File: config.mk
export PLATFORM = sky130hd
export DESIGN_NAME = sem_back_flat
export DESIGN_NICKNAME = d
export VERILOG_FILES = /design/src/rtl/sem_pkg.sv /design/src/rtl/sem_if.sv /design/src/rtl/sem_back.sv /design/src/flat_wrapper.sv
export SDC_FILE = /design/constraint.sdc
export NUM_CORES = 2
export LEC_CHECK = 0
export BUFFER_PORTS_ARGS = -buffer_cell sky130_fd_sc_hd__buf_2
export CORE_MARGIN = 8
export CORE_UTILIZATION = 50
export CTS_BUF_LIST = sky130_fd_sc_hd__clkbuf_16
export DETAILED_ROUTE_END_ITERATION = 6
export GPL_TIMING_DRIVEN = 0
export MAX_ROUTING_LAYER = met4
export PLACE_DENSITY = 0.67
export SYNTH_ARGS = -nofsm -noshare
export SYNTH_HDL_FRONTEND = slang
export SYNTH_SLANG_ARGS = --single-unit
File: constraint.sdc
create_clock -name clk -period 30.6 [get_ports clk]
set_clock_uncertainty 0.1 [all_clocks]
set_input_delay 4.59 -clock clk [delete_from_list [all_inputs] [get_ports clk]]
set_output_delay 4.59 -clock clk [all_outputs]
set_load 0.01 [all_outputs]
File: src/rtl/sem_pkg.sv
package sem_pkg;

  localparam int MAX_WIDTH   = 1024;
  localparam int MAX_HEIGHT  = 4096;

  localparam int WIDTH_REG_W  = 11;
  localparam int HEIGHT_REG_W = 13;
  localparam int CFG_DATA_W   = 13;
  localparam int CFG_INDEX_W  = 1;

  localparam logic [CFG_INDEX_W-1:0] REG_FRAME_WIDTH  = 1'd0;
  localparam logic [CFG_INDEX_W-1:0] REG_FRAME_HEIGHT = 1'd1;

  localparam int COL_W = $clog2(MAX_WIDTH);
  localparam int ROW_W = $clog2(MAX_HEIGHT + 2);

  localparam int CHAN_W   = 8;
  localparam int PIX_W    = 3 * CHAN_W;
  localparam int ENERGY_W = 11;

  localparam int QUEUE_DEPTH = 2;
  localparam int QPTR_W      = $clog2(QUEUE_DEPTH);
  localparam int QCNT_W      = $clog2(QUEUE_DEPTH + 1);

  localparam int GRAD_W  = CHAN_W + 2;
  localparam int SQ_W    = 2 * GRAD_W + 1;
  localparam int ROOT_W  = 11;
  localparam int RAD_W   = 2 * ROOT_W;
  localparam int REM_W   = ROOT_W + 3;
  localparam int STEP_W  = $clog2(ROOT_W);
  localparam int SUM_W   = ROOT_W + 2;
  localparam int DIV3_SHIFT = 13;
  localparam int RECIP_W = 12;
  localparam logic [RECIP_W-1:0] DIV3_RECIP = 12'd2731;
  localparam int PROD_W  = SUM_W + RECIP_W;

  typedef logic [PIX_W-1:0] pixel_t;

  typedef struct packed {
    logic [2:0][2:0][PIX_W-1:0] win;
    logic                       row_end;
    logic                       frame_end;
  } job_t;

endpackage

File: src/rtl/sem_if.sv


interface sem_result_if;
  logic                        valid;
  logic                        ready;
  logic [sem_pkg::ENERGY_W-1:0] energy;
  logic                        row_end;
  logic                        frame_end;

  modport source (output valid, energy, row_end, frame_end, input ready);
  modport sink   (input valid, energy, row_end, frame_end, output ready);
endinterface

File: src/rtl/sem_back.sv
module sem_back (
  input  logic                        clk,
  input  logic                        rst,
  input  sem_pkg::job_t               head,
  input  logic [sem_pkg::QCNT_W-1:0]  count,
  output logic                        pop,
  sem_result_if.source                result
);

  localparam logic [2:0] B_IDLE = 3'd0;
  localparam logic [2:0] B_GRAD = 3'd1;
  localparam logic [2:0] B_SQ   = 3'd2;
  localparam logic [2:0] B_ROOT = 3'd3;
  localparam logic [2:0] B_SUM  = 3'd4;
  localparam logic [2:0] B_DONE = 3'd5;

  logic [2:0]                         bstate;
  sem_pkg::job_t                      job;
  logic [2:0][sem_pkg::GRAD_W-1:0]    gx;
  logic [2:0][sem_pkg::GRAD_W-1:0]    gy;
  logic [2:0][sem_pkg::GRAD_W-1:0]    gx_next;
  logic [2:0][sem_pkg::GRAD_W-1:0]    gy_next;
  logic [2:0][sem_pkg::RAD_W-1:0]     rad;
  logic [2:0][sem_pkg::RAD_W-1:0]     rad_next;
  logic [2:0][sem_pkg::REM_W-1:0]     rem;
  logic [2:0][sem_pkg::REM_W-1:0]     rem_next;
  logic [2:0][sem_pkg::ROOT_W-1:0]    root;
  logic [2:0][sem_pkg::ROOT_W-1:0]    root_next;
  logic [2:0][sem_pkg::SQ_W-1:0]      sq_next;
  logic [sem_pkg::STEP_W-1:0]         step;
  logic [sem_pkg::PROD_W-1:0]         prod;
  logic [sem_pkg::SUM_W-1:0]          sum;
  logic                               load_out;

  assign pop = (bstate == B_IDLE) && (count != '0);

  // three lanes, one per color channel
  always_comb begin
    logic [sem_pkg::GRAD_W-1:0] lft, rgt, top, bot;
    logic [sem_pkg::CHAN_W-1:0] v [3][3];
    logic [sem_pkg::REM_W-1:0]  cand, test;
    for (int ch = 0; ch < 3; ch++) begin
      for (int r = 0; r < 3; r++) begin
        for (int c = 0; c < 3; c++) begin
          v[r][c] = job.win[r][c][(2-ch)*sem_pkg::CHAN_W +: sem_pkg::CHAN_W];
        end
      end
      lft = sem_pkg::GRAD_W'(v[0][0]) + {1'b0, v[1][0], 1'b0} + sem_pkg::GRAD_W'(v[2][0]);
      rgt = sem_pkg::GRAD_W'(v[0][2]) + {1'b0, v[1][2], 1'b0} + sem_pkg::GRAD_W'(v[2][2]);
      top = sem_pkg::GRAD_W'(v[0][0]) + {1'b0, v[0][1], 1'b0} + sem_pkg::GRAD_W'(v[0][2]);
      bot = sem_pkg::GRAD_W'(v[2][0]) + {1'b0, v[2][1], 1'b0} + sem_pkg::GRAD_W'(v[2][2]);
      gx_next[ch] = (lft >= rgt) ? lft - rgt : rgt - lft;
      gy_next[ch] = (top >= bot) ? top - bot : bot - top;
      sq_next[ch] = sem_pkg::SQ_W'(gx[ch]) * sem_pkg::SQ_W'(gx[ch]) +
                    sem_pkg::SQ_W'(gy[ch]) * sem_pkg::SQ_W'(gy[ch]);

      // one root bit per step: bring down two radicand bits, try subtract
      cand = {rem[ch][sem_pkg::REM_W-3:0], rad[ch][sem_pkg::RAD_W-1 -: 2]};
      test = sem_pkg::REM_W'({root[ch], 2'b01});
      rad_next[ch] = {rad[ch][sem_pkg::RAD_W-3:0], 2'b00};
      if (cand >= test) begin
        rem_next[ch]  = cand - test;
        root_next[ch] = {root[ch][sem_pkg::ROOT_W-2:0], 1'b1};
      end else begin
        rem_next[ch]  = cand;
        root_next[ch] = {root[ch][sem_pkg::ROOT_W-2:0], 1'b0};
      end
    end
    sum = sem_pkg::SUM_W'(root[0]) + sem_pkg::SUM_W'(root[1]) + sem_pkg::SUM_W'(root[2]);
  end

  assign load_out = (bstate == B_DONE) && (!result.valid || result.ready);

  always_ff @(posedge clk) begin
    if (pop) begin
      job <= head;
    end
    case (bstate)
      B_GRAD: begin
        gx <= gx_next;
        gy <= gy_next;
      end
      B_SQ: begin
        for (int ch = 0; ch < 3; ch++) begin
          rad[ch] <= sem_pkg::RAD_W'(sq_next[ch]);
        end
        rem  <= '0;
        root <= '0;
      end
      B_ROOT: begin
        rad  <= rad_next;
        rem  <= rem_next;
        root <= root_next;
      end
      B_SUM: begin
        // floor divide by three through the reciprocal
        prod <= sem_pkg::PROD_W'(sum) * sem_pkg::PROD_W'(sem_pkg::DIV3_RECIP);
      end
      default: ;
    endcase
    if (load_out) begin
      result.energy    <= prod[sem_pkg::DIV3_SHIFT +: sem_pkg::ENERGY_W];
      result.row_end   <= job.row_end;
      result.frame_end <= job.frame_end;
    end
  end

  always_ff @(posedge clk) begin
    if (rst) begin
      bstate       <= B_IDLE;
      step         <= '0;
      result.valid <= 1'b0;
    end else begin
      if (load_out) begin
        result.valid <= 1'b1;
      end else if (result.ready) begin
        result.valid <= 1'b0;
      end
      case (bstate)
        B_IDLE: if (pop) bstate <= B_GRAD;
        B_GRAD: bstate <= B_SQ;
        B_SQ: begin
          step   <= '0;
          bstate <= B_ROOT;
        end
        B_ROOT: begin
          if (step == sem_pkg::STEP_W'(sem_pkg::ROOT_W - 1)) begin
            bstate <= B_SUM;
          end else begin
            step <= step + sem_pkg::STEP_W'(1);
          end
        end
        B_SUM: bstate <= B_DONE;
        B_DONE: if (load_out) bstate <= B_IDLE;
        default: bstate <= B_IDLE;
      endcase
    end
  end

endmodule

File: src/flat_wrapper.sv
// flat-port wrapper written by rule: the top's interface ports become plain ports
module sem_back_flat 
  (clk, rst, head, count, pop, result_valid, result_energy, result_row_end, result_frame_end, result_ready);
  sem_result_if result_i ();
  input  logic clk;
  input  logic rst;
  input  sem_pkg::job_t head;
  input  logic [sem_pkg::QCNT_W-1:0] count;
  output logic pop;
  output wire logic [$bits(result_i.valid)-1:0] result_valid;
  output wire logic [$bits(result_i.energy)-1:0] result_energy;
  output wire logic [$bits(result_i.row_end)-1:0] result_row_end;
  output wire logic [$bits(result_i.frame_end)-1:0] result_frame_end;
  input wire logic [$bits(result_i.ready)-1:0] result_ready;
  assign result_valid = result_i.valid;
  assign result_energy = result_i.energy;
  assign result_row_end = result_i.row_end;
  assign result_frame_end = result_i.frame_end;
  assign result_i.ready = result_ready;
  sem_back u_core (.clk(clk), .rst(rst), .head(head), .count(count), .pop(pop), .result(result_i));
endmodule
* Word level (Yosys, flattened, before mapping) *
Index checks and enable logic that the tools add are counted.

word-level totals
  register bits = 434
  output and inout bits = 15
  word-level logic and storage cells = 136

cells by class
  add/sub/neg operators = 45
  multiply operators = 7
  order comparisons = 9
  equal/unequal tests = 10
  mux-type cells = 23
  reduce and logical (&&, ||, !) cells = 10

operators by type and width
  kind                                                 count
  one-hot mux 66 bit (2 select lines)                  1
  adder 10 x 8 -> 10 bit                               12
  adder 8 x 9 -> 10 bit                                12
  multiplier 10 x 10 -> 20 bit                         6
  subtractor 10 bit                                    12
  one-hot mux 40 bit (2 select lines)                  1
  one-hot mux 33 bit (2 select lines)                  1
  adder 20 x 20 -> 21 bit                              3
  greater-or-equal comparator 10 bit                   6
  two-way mux 10 bit                                   6
  greater-or-equal comparator 14 x 13 -> 1 bit         3
  two-way mux 14 bit                                   2
  subtractor 14 x 13 -> 14 bit                         2
  multiplier 13 x 12 -> 24 bit, second input constant  1
  one-hot mux 3 bit (6 select lines)                   1
  adder 12 x 11 -> 13 bit                              1
  adder 11 x 11 -> 12 bit                              1
  two-way mux 12 bit                                   1
  subtractor 12 bit                                    1
  two-way mux 3 bit                                    3
  one-hot mux 4 bit (2 select lines)                   1
  == test 3 x 2 -> 1 bit, second input constant        2
  == test 3 bit, second input constant                 2
  nonzero test 2 bit                                   3
  other kinds (13)                                     20

* Longest topological paths before layout *
  depth after elaboration = 5
  depth in mapped cells = 29
  mapped depth without buffers = 29

* Least setup slack after synthesis *
OpenSTA, ideal clock, no wires.

  kind = input -> output
  start = input count[1] (netlist bit)
  end = output pop
  arrival = 13.246 ns
  data required time = 25.910 ns
  slack = 12.664 ns
  stages on the path = 2
  path buffers = 0
  path through = nor2_1 -> nor2b_1

on the way
  cells in the longest elaborated chain, start to end = 2

RTL lines
  item                RTL line           source
  from (decl)         flat_wrapper.sv:8  input logic [sem_pkg::QCNT_W-1:0] count;
  nonzero test 2 bit  sem_back.sv:35     assign pop = (bstate == B_IDLE) && (count != '0);
  logical AND 1 bit   sem_back.sv:35
  to (decl)           flat_wrapper.sv:9  output logic pop;

No other way between the ends.

* Worst setup path after layout *
Same ends and word-level chain as after synthesis.

==> flow_metrics.py <==
metrics = {
    "status": {
        "status": "completed",
    },
    "critical_path": {
        "r2r_slack_ns": 23.33,
        "reg2reg_depth": 23,
        "required_ns": 25.91,
        "cp_max_fo": 30,
        "crit_start": "count[1]",
        "r2r-end": "u_core.rad[41]",
        "r2r-start": "u_core.gx[13]",
        "critPathKind": "input pin to output pin",
        "start_kind": "input pin",
        "crit_path_end": "pop",
        "crit_arrival_ns": 5.68,
        "crit_path_end_kind": "output pin",
    },
    "layout": {
        "finalNetCount": 6011,
        "fin_util": 0.552,
        "multi_input_area_um2": 30000,
        "num_antenna_cells": 0,
        "syn_to_final_growth_pct": 9.56,
        "drive_above_1_share": 0.0752,
        "nFillCells": 7920,
        "ff_latch_area_um2": 12600,
        "fin_area_um2": 50500,
    },
    "timing": {
        "worst_pin_slew_ns": 1.30,
        "drv_slew": 0,
        "post-route-min-period_ns": 10.37,
        "post-route-period-util": 0.339,
        "setup_viol": 0,
        "fmax_mhz": 96.5,
        "rsz0062_at_grt": "no",
        "fin_setup_tns_ns": 0,
        "max_slew_margin": 0.129,
        "hold_violations": 0,
    },
    "logic_synthesis": {
        "synth_seq_cells": 421,
        "synth_largest_area_cell": "edfxtp_1",
        "synthCells": 4354,
        "synthMostInstantiatedCell": "inv_1",
        "syn_area_per_cell_um2": 10.6,
        "synth_cell_types": 82,
        "synth_area_leaders": "edfxtp_1 27%, fa_1 24%, ha_1 17%",
        "synth_top_area_frac": 0.269,
        "ys_warn_count": 0,
        "synth_edf_count": 413,
        "syn_nets": 5735,
        "ys_seq_area_frac": 0.273,
        "async_flop_share": 0,
        "synth_ff_type": "edfxtp_1",
        "syn_area_um2": 46100,
        "synthTopCellsByCount": "801 x inv_1, 608 x ha_1, 550 x fa_1, 413 x edfxtp_1, 269 x nand2_1",
    },
    "floorplanning": {
        "die_width_um": 320,
        "die_h_um": 320,
        "core_area_um2": 91500,
        "rows": 111,
        "die-area_um2": 102000,
        "start_util": 0.504,
        "pin_count": 238,
    },
    "routing": {
        "vias_per_cell": 5.14,
        "drc": 0,
        "first_pass_iters": 5,
        "drtIter0Drc": 1344,
        "vias": 30100,
        "drt-total-wl_mm": 93.8,
        "post_drt_wl_per_cell_um": 16.0,
        "ant_nets": 0,
    },
    "hold_path": {
        "holdCritPathClass": "flop to flop",
    },
    "grt": {
        "grt_pass1_wl_mm": 158,
        "first_global_vias": 32000,
        "antenna_found_initial": 4,
        "grt_max_degree": 74,
        "grt.overflow.total": 0,
        "grt.total_usage": 0.192,
    },
    "clocking": {
        "path_clk_slew_ns": 0.05,
        "clkLatencyLatePin_ns": 0.63,
        "post_cts_buffers": 0,
        "cts_hold_buf": 0,
        "cts_tree": "yes",
        "root_buffer": "clkbuf_16",
        "cts.sinks": 421,
        "cts_resized": 0,
        "cts_buffers": 49,
        "h-tree-depth": 2,
        "max-clock-path-buffers": 3,
    },
    "placement": {
        "place_hpwl_mm": 79.9,
        "routabilityCongestion": 0.890,
        "numPortBuffers": 213,
        "dpl_cell_area_um2": 48900,
    },
    "flow_run": {
        "max_cap_viol_count": 0,
    },
}
==> registers in the layout (all words and copies together) (netlist names) <==
signal and cells:
u_core.result.row_end 1, u_core.rem 36, u_core.gx 30, u_core.prod 11, u_core.bstate 3, u_core.root 33, u_core.job 194, u_core.result.energy 11
u_core.result.frame_end 1, u_core.result.valid 1, u_core.rad 66, u_core.step 4, u_core.gy 30
==> logic make-up (layout without fill, tap and decap cells) <==
logic type,count (synthesis),in the layout,share of synthesized area
DFF,421,421,0.273
adders and majority gates,1158,1158,0.404
and+or+nand+nor,828,828,0.0875
AOI/OAI and AO/OA,699,699,0.0960
muxes,62,62,0.0136
buffers and inverters,923,1236,0.0762
xor gates and xnor gates,263,263,0.0501
==> stage by stage <==
stage / instances / hold WS, ns / setup WS [ns]
2_1_floorplan: 4354 / 0.300 / 12.66
3_3_place_gp: 5753 / 0.304 / 7.58
3_5_place_dp: 5765 / 0.305 / 20.23
4_1_cts: 5853 / 0.314 / 20.23
5_1_grt: 5853 / 0.327 / 20.18
6_report: 5853 / 0.315 / 20.23
==> critical path, cell delays in order <==
cell and delay (ns):
buf_2 0.10, nor2_1 0.08, nor2b_4 0.21, buf_12 0.22
buf_12 0.23, buf_2 0.16
==> layout by cell type (no fill, tap or decap), types with 56 or more instances in the layout <==
master      n
fa_1      550
a21o_1    118
buf_2     220
edfxtp_1  413
and2_1    155
a21oi_1   250
xnor2_1   164
nand2_1   269
xor2_1     98
nor2_1    192
o21ai_0    99
ha_1      608
mux2i_1    56
clkbuf_1  100
nor2b_1    57
inv_1     807
==> final cells by class <==
class / count / share of cell area
timing repair buffer: 225 / 0.0252
clock inverter: 38 / 0.00756
tap: 1186 / 0.0294
multi-input combinational: 3010 / 0.595
buffer: 117 / 0.00962
clock buffer: 50 / 0.0248
sequential: 421 / 0.249
inverter: 806 / 0.0600
==> layer usage <==
metal | track usage | routed length, um | vias up
li1 | - | - | 14900
met1 | 0.253 | 43400 | 14700
met2 | 0.321 | 45400 | 452
met3 | 0.0218 | 3260 | 106
met4 | 0.0398 | 1740 | 0
met5 | - | 0 | -
==> worst min-delay path by stage <==
| stage | start | endpoint | slack [ns] | depth (start not counted) |
|---|---|---|---|---|
| 2_1_floorplan | u_core.prod[13] | u_core.result.energy[0] | 0.30 | 0 |
| 3_3_place_gp | u_core.prod[21] | u_core.result.energy[8] | 0.30 | 0 |
| 3_5_place_dp | u_core.prod[19] | u_core.result.energy[6] | 0.30 | 0 |
| 4_1_cts | u_core.prod[19] | u_core.result.energy[6] | 0.31 | 0 |
| 5_1_grt | u_core.prod[22] | u_core.result.energy[9] | 0.33 | 0 |
| 6_report | u_core.prod[19] | u_core.result.energy[6] | 0.32 | 0 |
Power is not shown: default switching activity piles up to over one toggle a cycle in this logic, so the estimate is an artifact.
